## config.mk

```make
export PLATFORM = sky130hd
export DESIGN_NAME = vote_aggregator_unit
export DESIGN_NICKNAME = d
export VERILOG_FILES = /design/src/hw/rtl/vag_pkg.sv /design/src/hw/rtl/vag_elect.sv /design/src/hw/rtl/vote_aggregator_unit.sv
export SDC_FILE = /design/constraint.sdc
export NUM_CORES = 2
export LEC_CHECK = 0
export ABC_CLOCK_PERIOD_IN_PS = 11900
export BUFFER_PORTS_ARGS = -buffer_cell sky130_fd_sc_hd__clkbuf_2
export CAP_MARGIN = 20
export CORE_MARGIN = 2
export CORE_UTILIZATION = 40
export CTS_CLUSTER_SIZE = 14
export DETAILED_ROUTE_END_ITERATION = 8
export PLACE_DENSITY = 0.59
export SETUP_SLACK_MARGIN = 0.5
export SKIP_LAST_GASP = 1
export SYNTH_ARGS = -nofsm -noshare
export SYNTH_HDL_FRONTEND = slang
export SYNTH_SLANG_ARGS = --single-unit
```

## constraint.sdc

```tcl
create_clock -name clk -period 11.9 [get_ports clk]
set_input_delay 1.19 -clock clk [delete_from_list [all_inputs] [get_ports clk]]
set_output_delay 1.19 -clock clk [all_outputs]
set_load 0.01 [all_outputs]
```

## src/hw/rtl/vag_pkg.sv

```systemverilog
package vag_pkg;

  localparam int CLIENT_COUNT = 32;
  localparam int IDX_W = $clog2(CLIENT_COUNT);
  localparam int ID_W = 5;
  localparam int VALUE_W = 32;
  localparam int CFG_IDX_W = 2;

  localparam logic [1:0] KIND_VOTE = 2'd0;
  localparam logic [1:0] KIND_OVERRIDE = 2'd1;
  localparam logic [1:0] KIND_RERUN = 2'd2;

  localparam logic [1:0] MODE_MIN = 2'd0;
  localparam logic [1:0] MODE_MAX = 2'd1;
  localparam logic [1:0] MODE_OR = 2'd2;
  localparam logic [1:0] MODE_AND = 2'd3;

  localparam logic [CFG_IDX_W-1:0] CFG_VOTE_MODE = 2'd0;
  localparam logic [CFG_IDX_W-1:0] CFG_DEFAULT_VALUE = 2'd1;

  typedef struct packed {
    logic [1:0] kind;
    logic [ID_W-1:0] client_id;
    logic enable;
    logic signed [VALUE_W-1:0] value;
  } in_item_t;

  typedef struct packed {
    logic notify;
    logic from_override;
    logic signed [VALUE_W-1:0] effective_value;
    logic winner_valid;
    logic [ID_W-1:0] winner_id;
  } out_item_t;

  typedef struct packed {
    logic start;
    logic [1:0] mode;
    logic [VALUE_W-1:0] fallback;
    logic [ID_W-1:0] client_id;
    logic enable;
    logic [VALUE_W-1:0] value;
  } elect_req_t;

  typedef struct packed {
    logic done;
    logic [VALUE_W-1:0] value;
    logic valid;
    logic [ID_W-1:0] winner;
  } elect_rsp_t;

  typedef enum logic [1:0] {
    T_IDLE,
    T_ELECT,
    T_PUT
  } top_state_t;

  typedef enum logic [2:0] {
    E_IDLE,
    E_WRITE,
    E_SCAN,
    E_DRAIN,
    E_FINISH
  } elect_state_t;

endpackage

```

## src/hw/rtl/vag_elect.sv

```systemverilog
module vag_elect (
  input  logic                clk,
  input  logic                rst,
  input  vag_pkg::elect_req_t req,
  output vag_pkg::elect_rsp_t rsp
);

  vag_pkg::elect_state_t state, state_next;

  logic [1:0] mode;
  logic [vag_pkg::VALUE_W-1:0] dflt;
  logic [vag_pkg::IDX_W-1:0] wr_idx;
  logic [vag_pkg::ID_W-1:0] trigger;
  logic wr_flag;
  logic [vag_pkg::VALUE_W-1:0] wr_value;

  logic [vag_pkg::CLIENT_COUNT-1:0] enabled;
  logic [vag_pkg::VALUE_W-1:0] mem [vag_pkg::CLIENT_COUNT];

  logic [vag_pkg::IDX_W-1:0] addr;
  logic [vag_pkg::VALUE_W-1:0] rd_data;
  logic rd_flag;
  logic [vag_pkg::IDX_W-1:0] rd_idx;
  logic rd_vld;

  logic found;
  logic halted;
  logic [vag_pkg::VALUE_W-1:0] acc;
  logic [vag_pkg::ID_W-1:0] win;

  logic take;
  logic stop;
  logic step;
  logic last;

  always_comb begin
    take = 1'b1;
    stop = 1'b0;
    case (mode)
      vag_pkg::MODE_MIN: begin
        take = !found || ($signed(rd_data) < $signed(acc));
      end
      vag_pkg::MODE_MAX: begin
        take = !found || ($signed(acc) < $signed(rd_data));
      end
      vag_pkg::MODE_OR: begin
        stop = (rd_data != '0);
      end
      vag_pkg::MODE_AND: begin
        stop = (rd_data == '0);
      end
      default: begin
        take = 1'b1;
        stop = 1'b0;
      end
    endcase
  end

  assign step = rd_vld && rd_flag && !halted;
  assign last = (addr == vag_pkg::IDX_W'(vag_pkg::CLIENT_COUNT - 1));

  always_comb begin
    state_next = state;
    case (state)
      vag_pkg::E_IDLE: begin
        if (req.start) begin
          state_next = vag_pkg::E_WRITE;
        end
      end
      vag_pkg::E_WRITE: begin
        state_next = vag_pkg::E_SCAN;
      end
      vag_pkg::E_SCAN: begin
        if (last) begin
          state_next = vag_pkg::E_DRAIN;
        end
      end
      vag_pkg::E_DRAIN: begin
        state_next = vag_pkg::E_FINISH;
      end
      vag_pkg::E_FINISH: begin
        state_next = vag_pkg::E_IDLE;
      end
      default: begin
        state_next = vag_pkg::E_IDLE;
      end
    endcase
    rsp.done = (state == vag_pkg::E_FINISH);
    rsp.valid = found;
    rsp.value = found ? acc : dflt;
    rsp.winner = found ? win : '0;
  end

  always_ff @(posedge clk) begin
    if (rst) begin
      state <= vag_pkg::E_IDLE;
    end else begin
      state <= state_next;
    end
  end

  always_ff @(posedge clk) begin
    if (state == vag_pkg::E_WRITE) begin
      mem[wr_idx] <= wr_value;
    end
    rd_data <= mem[addr];
  end

  always_ff @(posedge clk) begin
    if (state == vag_pkg::E_IDLE && req.start) begin
      mode <= req.mode;
      dflt <= req.fallback;
      wr_idx <= vag_pkg::IDX_W'(req.client_id);
      trigger <= req.client_id;
      wr_flag <= req.enable;
      wr_value <= req.value;
    end
    if (state == vag_pkg::E_WRITE) begin
      addr <= '0;
    end else if (state == vag_pkg::E_SCAN) begin
      addr <= addr + vag_pkg::IDX_W'(1);
    end
    rd_flag <= enabled[addr];
    rd_idx <= addr;
    if (step && take) begin
      acc <= rd_data;
      if (mode == vag_pkg::MODE_MIN || mode == vag_pkg::MODE_MAX) begin
        win <= vag_pkg::ID_W'(rd_idx);
      end else begin
        win <= trigger;
      end
    end
  end

  always_ff @(posedge clk) begin
    if (rst) begin
      enabled <= '0;
      rd_vld <= 1'b0;
      found <= 1'b0;
      halted <= 1'b0;
    end else begin
      rd_vld <= (state == vag_pkg::E_SCAN);
      if (state == vag_pkg::E_WRITE) begin
        enabled[wr_idx] <= wr_flag;
        found <= 1'b0;
        halted <= 1'b0;
      end else if (step) begin
        if (take) begin
          found <= 1'b1;
        end
        if (stop) begin
          halted <= 1'b1;
        end
      end
    end
  end

endmodule

```

## src/hw/rtl/vote_aggregator_unit.sv

```systemverilog
// A vote request runs one election pass that reads one table entry per cycle.
// Its result is loaded in T_PUT after the pass has written the entry, scanned the
// table, drained and finished; the input is ready again in the cycle after the load.
// Override, rerun and unused-kind requests go straight to T_PUT to load their result,
// and no request is taken before that; a stalled result holds the next request back.
// Synchronous reset clears the vote table flags, election state, override, config and output-valid registers.
module vote_aggregator_unit (
  input  logic                                 clk,
  input  logic                                 rst,
  input  logic                                 in_valid,
  output logic                                 in_ready,
  input  vag_pkg::in_item_t                    in_data,
  output logic                                 out_valid,
  input  logic                                 out_ready,
  output vag_pkg::out_item_t                   out_data,
  input  logic                                 cfg_valid,
  output logic                                 cfg_ready,
  input  logic [vag_pkg::CFG_IDX_W-1:0]        cfg_index,
  input  logic [vag_pkg::VALUE_W-1:0]          cfg_data
);

  vag_pkg::top_state_t state, state_next;

  logic [1:0] vote_mode;
  logic [vag_pkg::VALUE_W-1:0] fallback_value;
  logic ever_voted;
  logic [vag_pkg::VALUE_W-1:0] elected_value;
  logic elected_valid;
  logic [vag_pkg::ID_W-1:0] elected_winner;
  logic override_active;
  logic [vag_pkg::VALUE_W-1:0] override_value;
  logic [vag_pkg::ID_W-1:0] override_source;
  logic pend_notify;

  logic accept;
  logic is_vote;
  logic put;
  logic changed;
  vag_pkg::elect_req_t req;
  vag_pkg::elect_rsp_t rsp;
  vag_pkg::out_item_t report;

  vag_elect u_elect (
    .clk (clk),
    .rst (rst),
    .req (req),
    .rsp (rsp)
  );

  assign cfg_ready = 1'b1;

  always_comb begin
    in_ready = (state == vag_pkg::T_IDLE);
    accept = in_valid && in_ready;
    is_vote = (in_data.kind == vag_pkg::KIND_VOTE) &&
              (32'(in_data.client_id) < 32'(vag_pkg::CLIENT_COUNT));
    put = (state == vag_pkg::T_PUT) && (!out_valid || out_ready);
    changed = !ever_voted || (rsp.value != elected_value) ||
              (rsp.valid != elected_valid) ||
              (rsp.valid && (rsp.winner != elected_winner));

    req.start = accept && is_vote;
    req.mode = vote_mode;
    req.fallback = fallback_value;
    req.client_id = in_data.client_id;
    req.enable = in_data.enable;
    req.value = in_data.value;

    state_next = state;
    case (state)
      vag_pkg::T_IDLE: begin
        if (accept) begin
          state_next = is_vote ? vag_pkg::T_ELECT : vag_pkg::T_PUT;
        end
      end
      vag_pkg::T_ELECT: begin
        if (rsp.done) begin
          state_next = vag_pkg::T_PUT;
        end
      end
      vag_pkg::T_PUT: begin
        if (put) begin
          state_next = vag_pkg::T_IDLE;
        end
      end
      default: begin
        state_next = vag_pkg::T_IDLE;
      end
    endcase

    report.notify = pend_notify;
    if (override_active) begin
      report.from_override = 1'b1;
      report.effective_value = override_value;
      report.winner_valid = 1'b1;
      report.winner_id = override_source;
    end else if (ever_voted) begin
      report.from_override = 1'b0;
      report.effective_value = elected_value;
      report.winner_valid = elected_valid;
      report.winner_id = elected_valid ? elected_winner : '0;
    end else begin
      report.from_override = 1'b0;
      report.effective_value = (vote_mode == vag_pkg::MODE_OR) ? '0 : fallback_value;
      report.winner_valid = 1'b0;
      report.winner_id = '0;
    end
  end

  always_ff @(posedge clk) begin
    if (rst) begin
      state <= vag_pkg::T_IDLE;
    end else begin
      state <= state_next;
    end
  end

  always_ff @(posedge clk) begin
    if (put) begin
      out_data <= report;
    end
  end

  always_ff @(posedge clk) begin
    if (rst) begin
      vote_mode <= '0;
      fallback_value <= '0;
      ever_voted <= 1'b0;
      elected_value <= '0;
      elected_valid <= 1'b0;
      elected_winner <= '0;
      override_active <= 1'b0;
      override_value <= '0;
      override_source <= '0;
      pend_notify <= 1'b0;
      out_valid <= 1'b0;
    end else begin
      if (cfg_valid && cfg_ready) begin
        case (cfg_index)
          vag_pkg::CFG_VOTE_MODE: begin
            vote_mode <= cfg_data[1:0];
          end
          vag_pkg::CFG_DEFAULT_VALUE: begin
            fallback_value <= cfg_data;
          end
          default: begin
          end
        endcase
      end
      if (accept) begin
        pend_notify <= (in_data.kind == vag_pkg::KIND_OVERRIDE) ||
                       (in_data.kind == vag_pkg::KIND_RERUN);
        if (in_data.kind == vag_pkg::KIND_OVERRIDE) begin
          override_active <= in_data.enable;
          if (in_data.enable) begin
            override_value <= in_data.value;
            override_source <= in_data.client_id;
          end
        end
      end
      if (state == vag_pkg::T_ELECT && rsp.done) begin
        pend_notify <= changed && !override_active;
        elected_value <= rsp.value;
        elected_valid <= rsp.valid;
        elected_winner <= rsp.winner;
        ever_voted <= 1'b1;
      end
      if (put) begin
        out_valid <= 1'b1;
      end else if (out_ready) begin
        out_valid <= 1'b0;
      end
    end
  end

endmodule

```

Word-level counts from Yosys, hierarchy flattened. Memories as Yosys holds them, arrays and structs flattened. A register that Yosys moved wholly into a read port is not among the register bits. Cells that the tools add are included.

Logic and storage cells: 131. RAM bits: 1024. Memories: 1. Register bits after elaboration: 313.

Memories: u_elect.mem (depth 32, bits a word 32, rd ports 1, clocked after memory_dff 1, write ports 1, line vag_elect.sv:18) `logic [vag_pkg::VALUE_W-1:0] mem [vag_pkg::CLIENT_COUNT];`.

Add/sub/neg operators: 1. $lt $le $gt $ge: 5. Reduce and logical (&&, ||, !) cells: 42. Eq/ne operators: 22. Mux-type cells: 28.

Operators by type and width (number): 38-bit two-way mux (2); 32-bit less-than comparator (2); 32-bit two-way mux (2); 32-bit bitwise mux (1); 32-bit logical NOT (1); 32-bit inequality test (1); 32-bit nonzero test (1); 5-bit two-way mux (3); 5-bit by 6-bit less-than comparator with 1-bit output, second input constant (2); 3-bit case mux with 4 select lines (1); 2-bit AND reduction (6); 1-bit logical AND (11); 2-bit == test, second input constant (5); 2-bit by 1-bit == test with 1-bit output, second input constant (4); 2-bit logical NOT (4); 1-bit logical OR (8); 1-bit two-way mux (8); 2-bit two-way mux (4); 3-bit by 2-bit == test with 1-bit output, second input constant (2); 3-bit two-way mux (2); 2-bit by 1-bit inequality test with 1-bit output, second input constant (3); 2-bit case mux with 3 select lines (1); 3-bit AND reduction (2); 5-bit by 1-bit adder with 5-bit output, second input constant (1); 14 further kinds (21).

Longest topological paths before layout.
Depth in word-level cells: 7. Depth in mapped cells: 9. Mapped depth without buffers: 9.

Hierarchy. From an unflattened synthesis, not the netlist that was laid out.

Cell total of the unflattened synthesis: 2784. Area total of the unflattened synthesis: 52663.0 um^2.

By module, submodules not included: vag_elect (cells each 2043, area an instance 46231.8 um^2, times used 1); vote_aggregator_unit (cells each 741, area an instance 6431.2 um^2, times used 1).

Worst setup path before layout. No wires, ideal clock.

Path kind: input-to-reg. Start point: input port in_valid. End point: register u_elect.dflt[0] in the netlist's numbering, enable pin. Data arrival time: 8381 ps. Stages on the path: 4. Path buffers: 1. Required time: 11221 ps. Slack: 2839 ps. Cell sequence: and2_1 -> clkbuf_1 -> nand2_1 -> nor4_1.

Word-level cells in the longest chain between the ends: 3.

Ends and longest elaborated chain: from (decl) (line vote_aggregator_unit.sv:10) `input logic in_valid,`; 1-bit logical AND (line vote_aggregator_unit.sv:54) `accept = in_valid && in_ready;`; 1-bit logical AND (line vote_aggregator_unit.sv:62) `req.start = accept && is_vote;`; 1-bit logical AND (line vag_elect.sv:110) `if (state == vag_pkg::E_IDLE && req.start) begin`; to (signal assigned) (line vag_elect.sv:112) `dflt <= req.fallback;`; to (decl) (line vag_elect.sv:11) `logic [vag_pkg::VALUE_W-1:0] dflt;`.

Every way passes these cells. A chain may end at the register's enable or synchronous reset.

==> qor_table.md <==
| Parameter | Value | Unit |
|:---|:---|:---|
| Final setup violation count | 0 | - |
| Weighted congestion reported at the end of routability-driven placement | 0.828 | - |
| Leading cell type in the layout, fill and taps excluded | edfxtp_1 | - |
| Largest net degree at the start of global routing | 109 | - |
| Ranking of synthesized cells by area | edfxtp_1, mux4_2, dfxtp_1 | - |
| Area growth from synthesis to layout | 14.0 | % |
| Average routed wire per standard cell | 28.1 | um |
| Die Outline Area | 134,000 | um^2 |
| Slowest cell on the critical path | buf_4 | - |
| Antenna violations before repair | 5 | - |
| Number of H-tree levels | 4 | - |
| Clock insertion delay at the later pin of the skew report | 0.76 | ns |
| Critical path, cell by cell | buf_4 -> buf_4 -> mux4_2 -> mux4_2 -> mux2_2 | - |
| Sum Neg Setup Slack | 0 | ns |
| Type of the worst setup path | register to register | - |
| Number of flip-flops and latches in the synthesized netlist | 1,369 | - |
| Global-route total usage across every layer | 19.9 | % |
| Most used flip-flop cell after synthesis | edfxtp_1 | - |
| Final routed DRC violation total | 0 | - |
| Static leakage | 18.5 | nW |
| Post-CTS Setup Bufs | 0 | - |
| Fraction of the yosys area taken by sequential cells | 74.6 | % |
| I/O Pins | 122 | - |
| Share of synthesized flip-flops with an asynchronous set or reset | 0 | % |
| Global-route wire length before repair | 193,000 | um |
| Post-Synthesis Cells | 2,749 | - |
| Worst setup skew after layout | 0.0252 | ns |
| CORE AREA | 130,000 | um^2 |
| Number of vias per cell | 5.64 | - |
| Buffer depth of the longest clock path | 3 | - |
| Die outline height | 366 | um |
| Crit path buf inv count | 2 | - |
| Number of nets in the final layout | 3,032 | - |
| Root Buffer | clkbuf_16 | - |
| DRT antenna net count | 0 | - |
| Die Width | 366 | um |
| Number of buffers added by the clock tree synthesis step | 139 | - |
| EDFF count, synth | 1,173 | - |
| Cell family with most CP delay | buffers and inverters | - |
| Total power density per cell area | 187 | nW/um^2 |
| Type of destination of the critical path | register | - |
| Fraction of power spent switching nets | 23.9 | % |
| Class of the worst hold path | register to register | - |
| Total gr overflow | 0 | - |
| Initial Util | 40.4 | % |
| Buffers added on ports | 120 | - |
| Library cell with the largest summed area after synthesis | edfxtp_1 | - |
| Number of unique standard cell types used by synthesis | 53 | - |
| Relative contribution of the clock network to total power | 37.6 | % |
| Standard-cell rows | 132 | - |
| Detailed Route WL | 134,000 | um |
| Switch Pwr | 2.68 | mW |
| TritonCTS clock tree | yes | - |
| Setup repair after global routing missed its margin | false | - |
| Top library cells by usage in the layout, fill and taps aside | edfxtp_1, mux4_2, nand2_1 | - |
| CTS clock-pin slew for the worst setup and hold paths | 0.06 | ns |
| Routed via count | 26,900 | - |
| Post-place setup slack | 7.77 | ns |
| Syn Area/Cell | 19.1 | um^2 |
| Delay of the slowest cell on the worst path | 0.82 | ns |
| Maximum fanout encountered on the critical timing path | 42 | - |
| Drt pass-1 iters | 6 | - |
| Final number of max-transition violations | 0 | - |
| Quantity of gates resized following cts | 0 | - |
| Ratio of final minimum period to clock period | 33.8 | % |
| Number of nets in the synthesized netlist | 2,864 | - |
| # diodes | 0 | - |
| Netlist area before placement | 52,500 | um^2 |
| Transition at the pin with the smallest max-transition slack | 1.16 | ns |
| CP Launch Type | register | - |
| Outcome | finished clean | - |
| Max Freq | 248 | MHz |
| Clock period minus final worst setup slack | 4.03 | ns |
| Post-CTS Hold Fix Bufs | 0 | - |
| Share of total power in sequential cells | 48.8 | % |
| Initial drt markers | 3,235 | - |
| Worst vdd ir | 0.140 | mV |
| Number of synthesis warnings | 0 | - |
| Fraction of post-synthesis cell area in the top cell type by area | 67.1 | % |
| Max capacitance violation total | 0 | - |
| Detailed placer's ending HPWL | 70,700 | um |
| Number of hold violations in the final report | 0 | - |
| Post-route worst setup slack | 7.87 | ns |
| Total clock sinks | 1,369 | - |
| Rel. slew slack | 22.9 | % |
| Required time at the endpoint of the critical path | 12.53 | ns |
| Fraction of layout instances using a drive strength above 1 | 26.4 | % |
| Internal cell power | 8.53 | mW |
| Arrival time at the worst endpoint | 4.66 | ns |
| Number of global-route vias before repair | 27,300 | - |
| Proportion of power drawn by combinational gates | 13.6 | % |
## Yosys cell counts, types with 7 or more instances
| cell type | count |
|---|---|
| a211oi_1 | 34 |
| a21oi_1 | 125 |
| a22oi_1 | 35 |
| buf_1 | 10 |
| buf_2 | 14 |
| buf_4 | 12 |
| clkbuf_1 | 116 |
| dfxtp_1 | 196 |
| edfxtp_1 | 1173 |
| ha_1 | 36 |
| inv_1 | 42 |
| mux2_2 | 38 |
| mux2i_1 | 36 |
| mux4_2 | 330 |
| nand2_1 | 237 |
| nand3_1 | 16 |
| nand3b_1 | 7 |
| nand4_1 | 8 |
| nor2_1 | 85 |
| nor4_1 | 21 |
| o21ai_0 | 44 |
| o21ai_1 | 38 |
| xnor2_1 | 28 |
| xor2_1 | 12 |
## worst paths after layout
kind / start / to / slack [ns] / cells past startpoint
worst max-delay path: u_elect.addr[0] / u_elect.rd_data[21] / 7.87 / 5
worst min-delay path: pend_notify / out_data[39] / 0.44 / 0
worst max register to register: u_elect.addr[0] / u_elect.rd_data[21] / 7.87 / 5
worst min register to register: pend_notify / out_data[39] / 0.44 / 0
## cell type report
class	instances	area (um^2)
clock buffers	190	3930
repair buffers	183	1160
well taps	1742	2180
clock inverters	59	462
flip-flops and latches	1369	39200
multi-input cells	1182	12800
inverters	42	158
fillers	10800	70000
## power by group through the flow
stage / combinational [mW] / clock, mW / sequential, mW
2_1_floorplan: 1.25 / 0 / 5.43
3_3_place_gp: 1.50 / 0 / 5.57
3_5_place_dp: 1.53 / 0 / 5.57
4_1_cts: 1.54 / 4.30 / 5.47
5_1_grt: 1.63 / 4.49 / 5.48
6_report: 1.52 / 4.22 / 5.47
## routing by layer
layer | track usage (%) | up-vias | wire (um)
met3 | 3.12 | 189 | 9180
li1 | - | 11400 | -
met2 | 32.8 | 1115 | 65900
met4 | 5.94 | 0 | 3100
met1 | 27.3 | 14200 | 55800
met5 | 0 | - | 0
## logic make-up (layout without fill, tap and decap cells)
group,count (synthesis),in the layout,share of synthesized area (%)
AND/OR/NAND/NOR,406,406,3.34
other,1,1,0.00715
adder cells (fa/ha/maj),36,36,0.859
flip-flops,1369,1369,74.6
multiplexers,404,404,15.7
AO/OA/AOI/OAI,295,295,3.25
buffers and inverters,198,474,1.59
XOR/XNOR,40,40,0.668
## flip-flops by register name, summed over array words and instances (netlist names), 3 cells and up
| signal | flops |
|---|---|
| u_elect.mem | 1024 |
| out_data | 40 |
| elected_value | 32 |
| fallback_value | 32 |
| override_value | 32 |
| u_elect.acc | 32 |
| u_elect.dflt | 32 |
| u_elect.enabled | 32 |
| u_elect.rd_data | 32 |
| u_elect.wr_value | 32 |
| elected_winner | 5 |
| override_source | 5 |
| u_elect.addr | 5 |
| u_elect.rd_idx | 5 |
| u_elect.win | 5 |
| u_elect.wr_idx | 5 |
| u_elect.state | 3 |
## through the flow
step	area [um^2]	hold slack, ns	instances	utilization [%]	power, mW
6_report	59800	0.441	4767	46.1	11.2
2_1_floorplan	52500	0.329	2749	-	6.68
3_3_place_gp	55300	0.424	4514	42.6	7.07
4_1_cts	59700	0.439	4764	46.0	11.3
3_5_place_dp	55300	0.426	4515	42.6	7.10
5_1_grt	59800	0.463	4767	46.1	11.6
No activity file was read; power rests on OpenSTA's default activity.
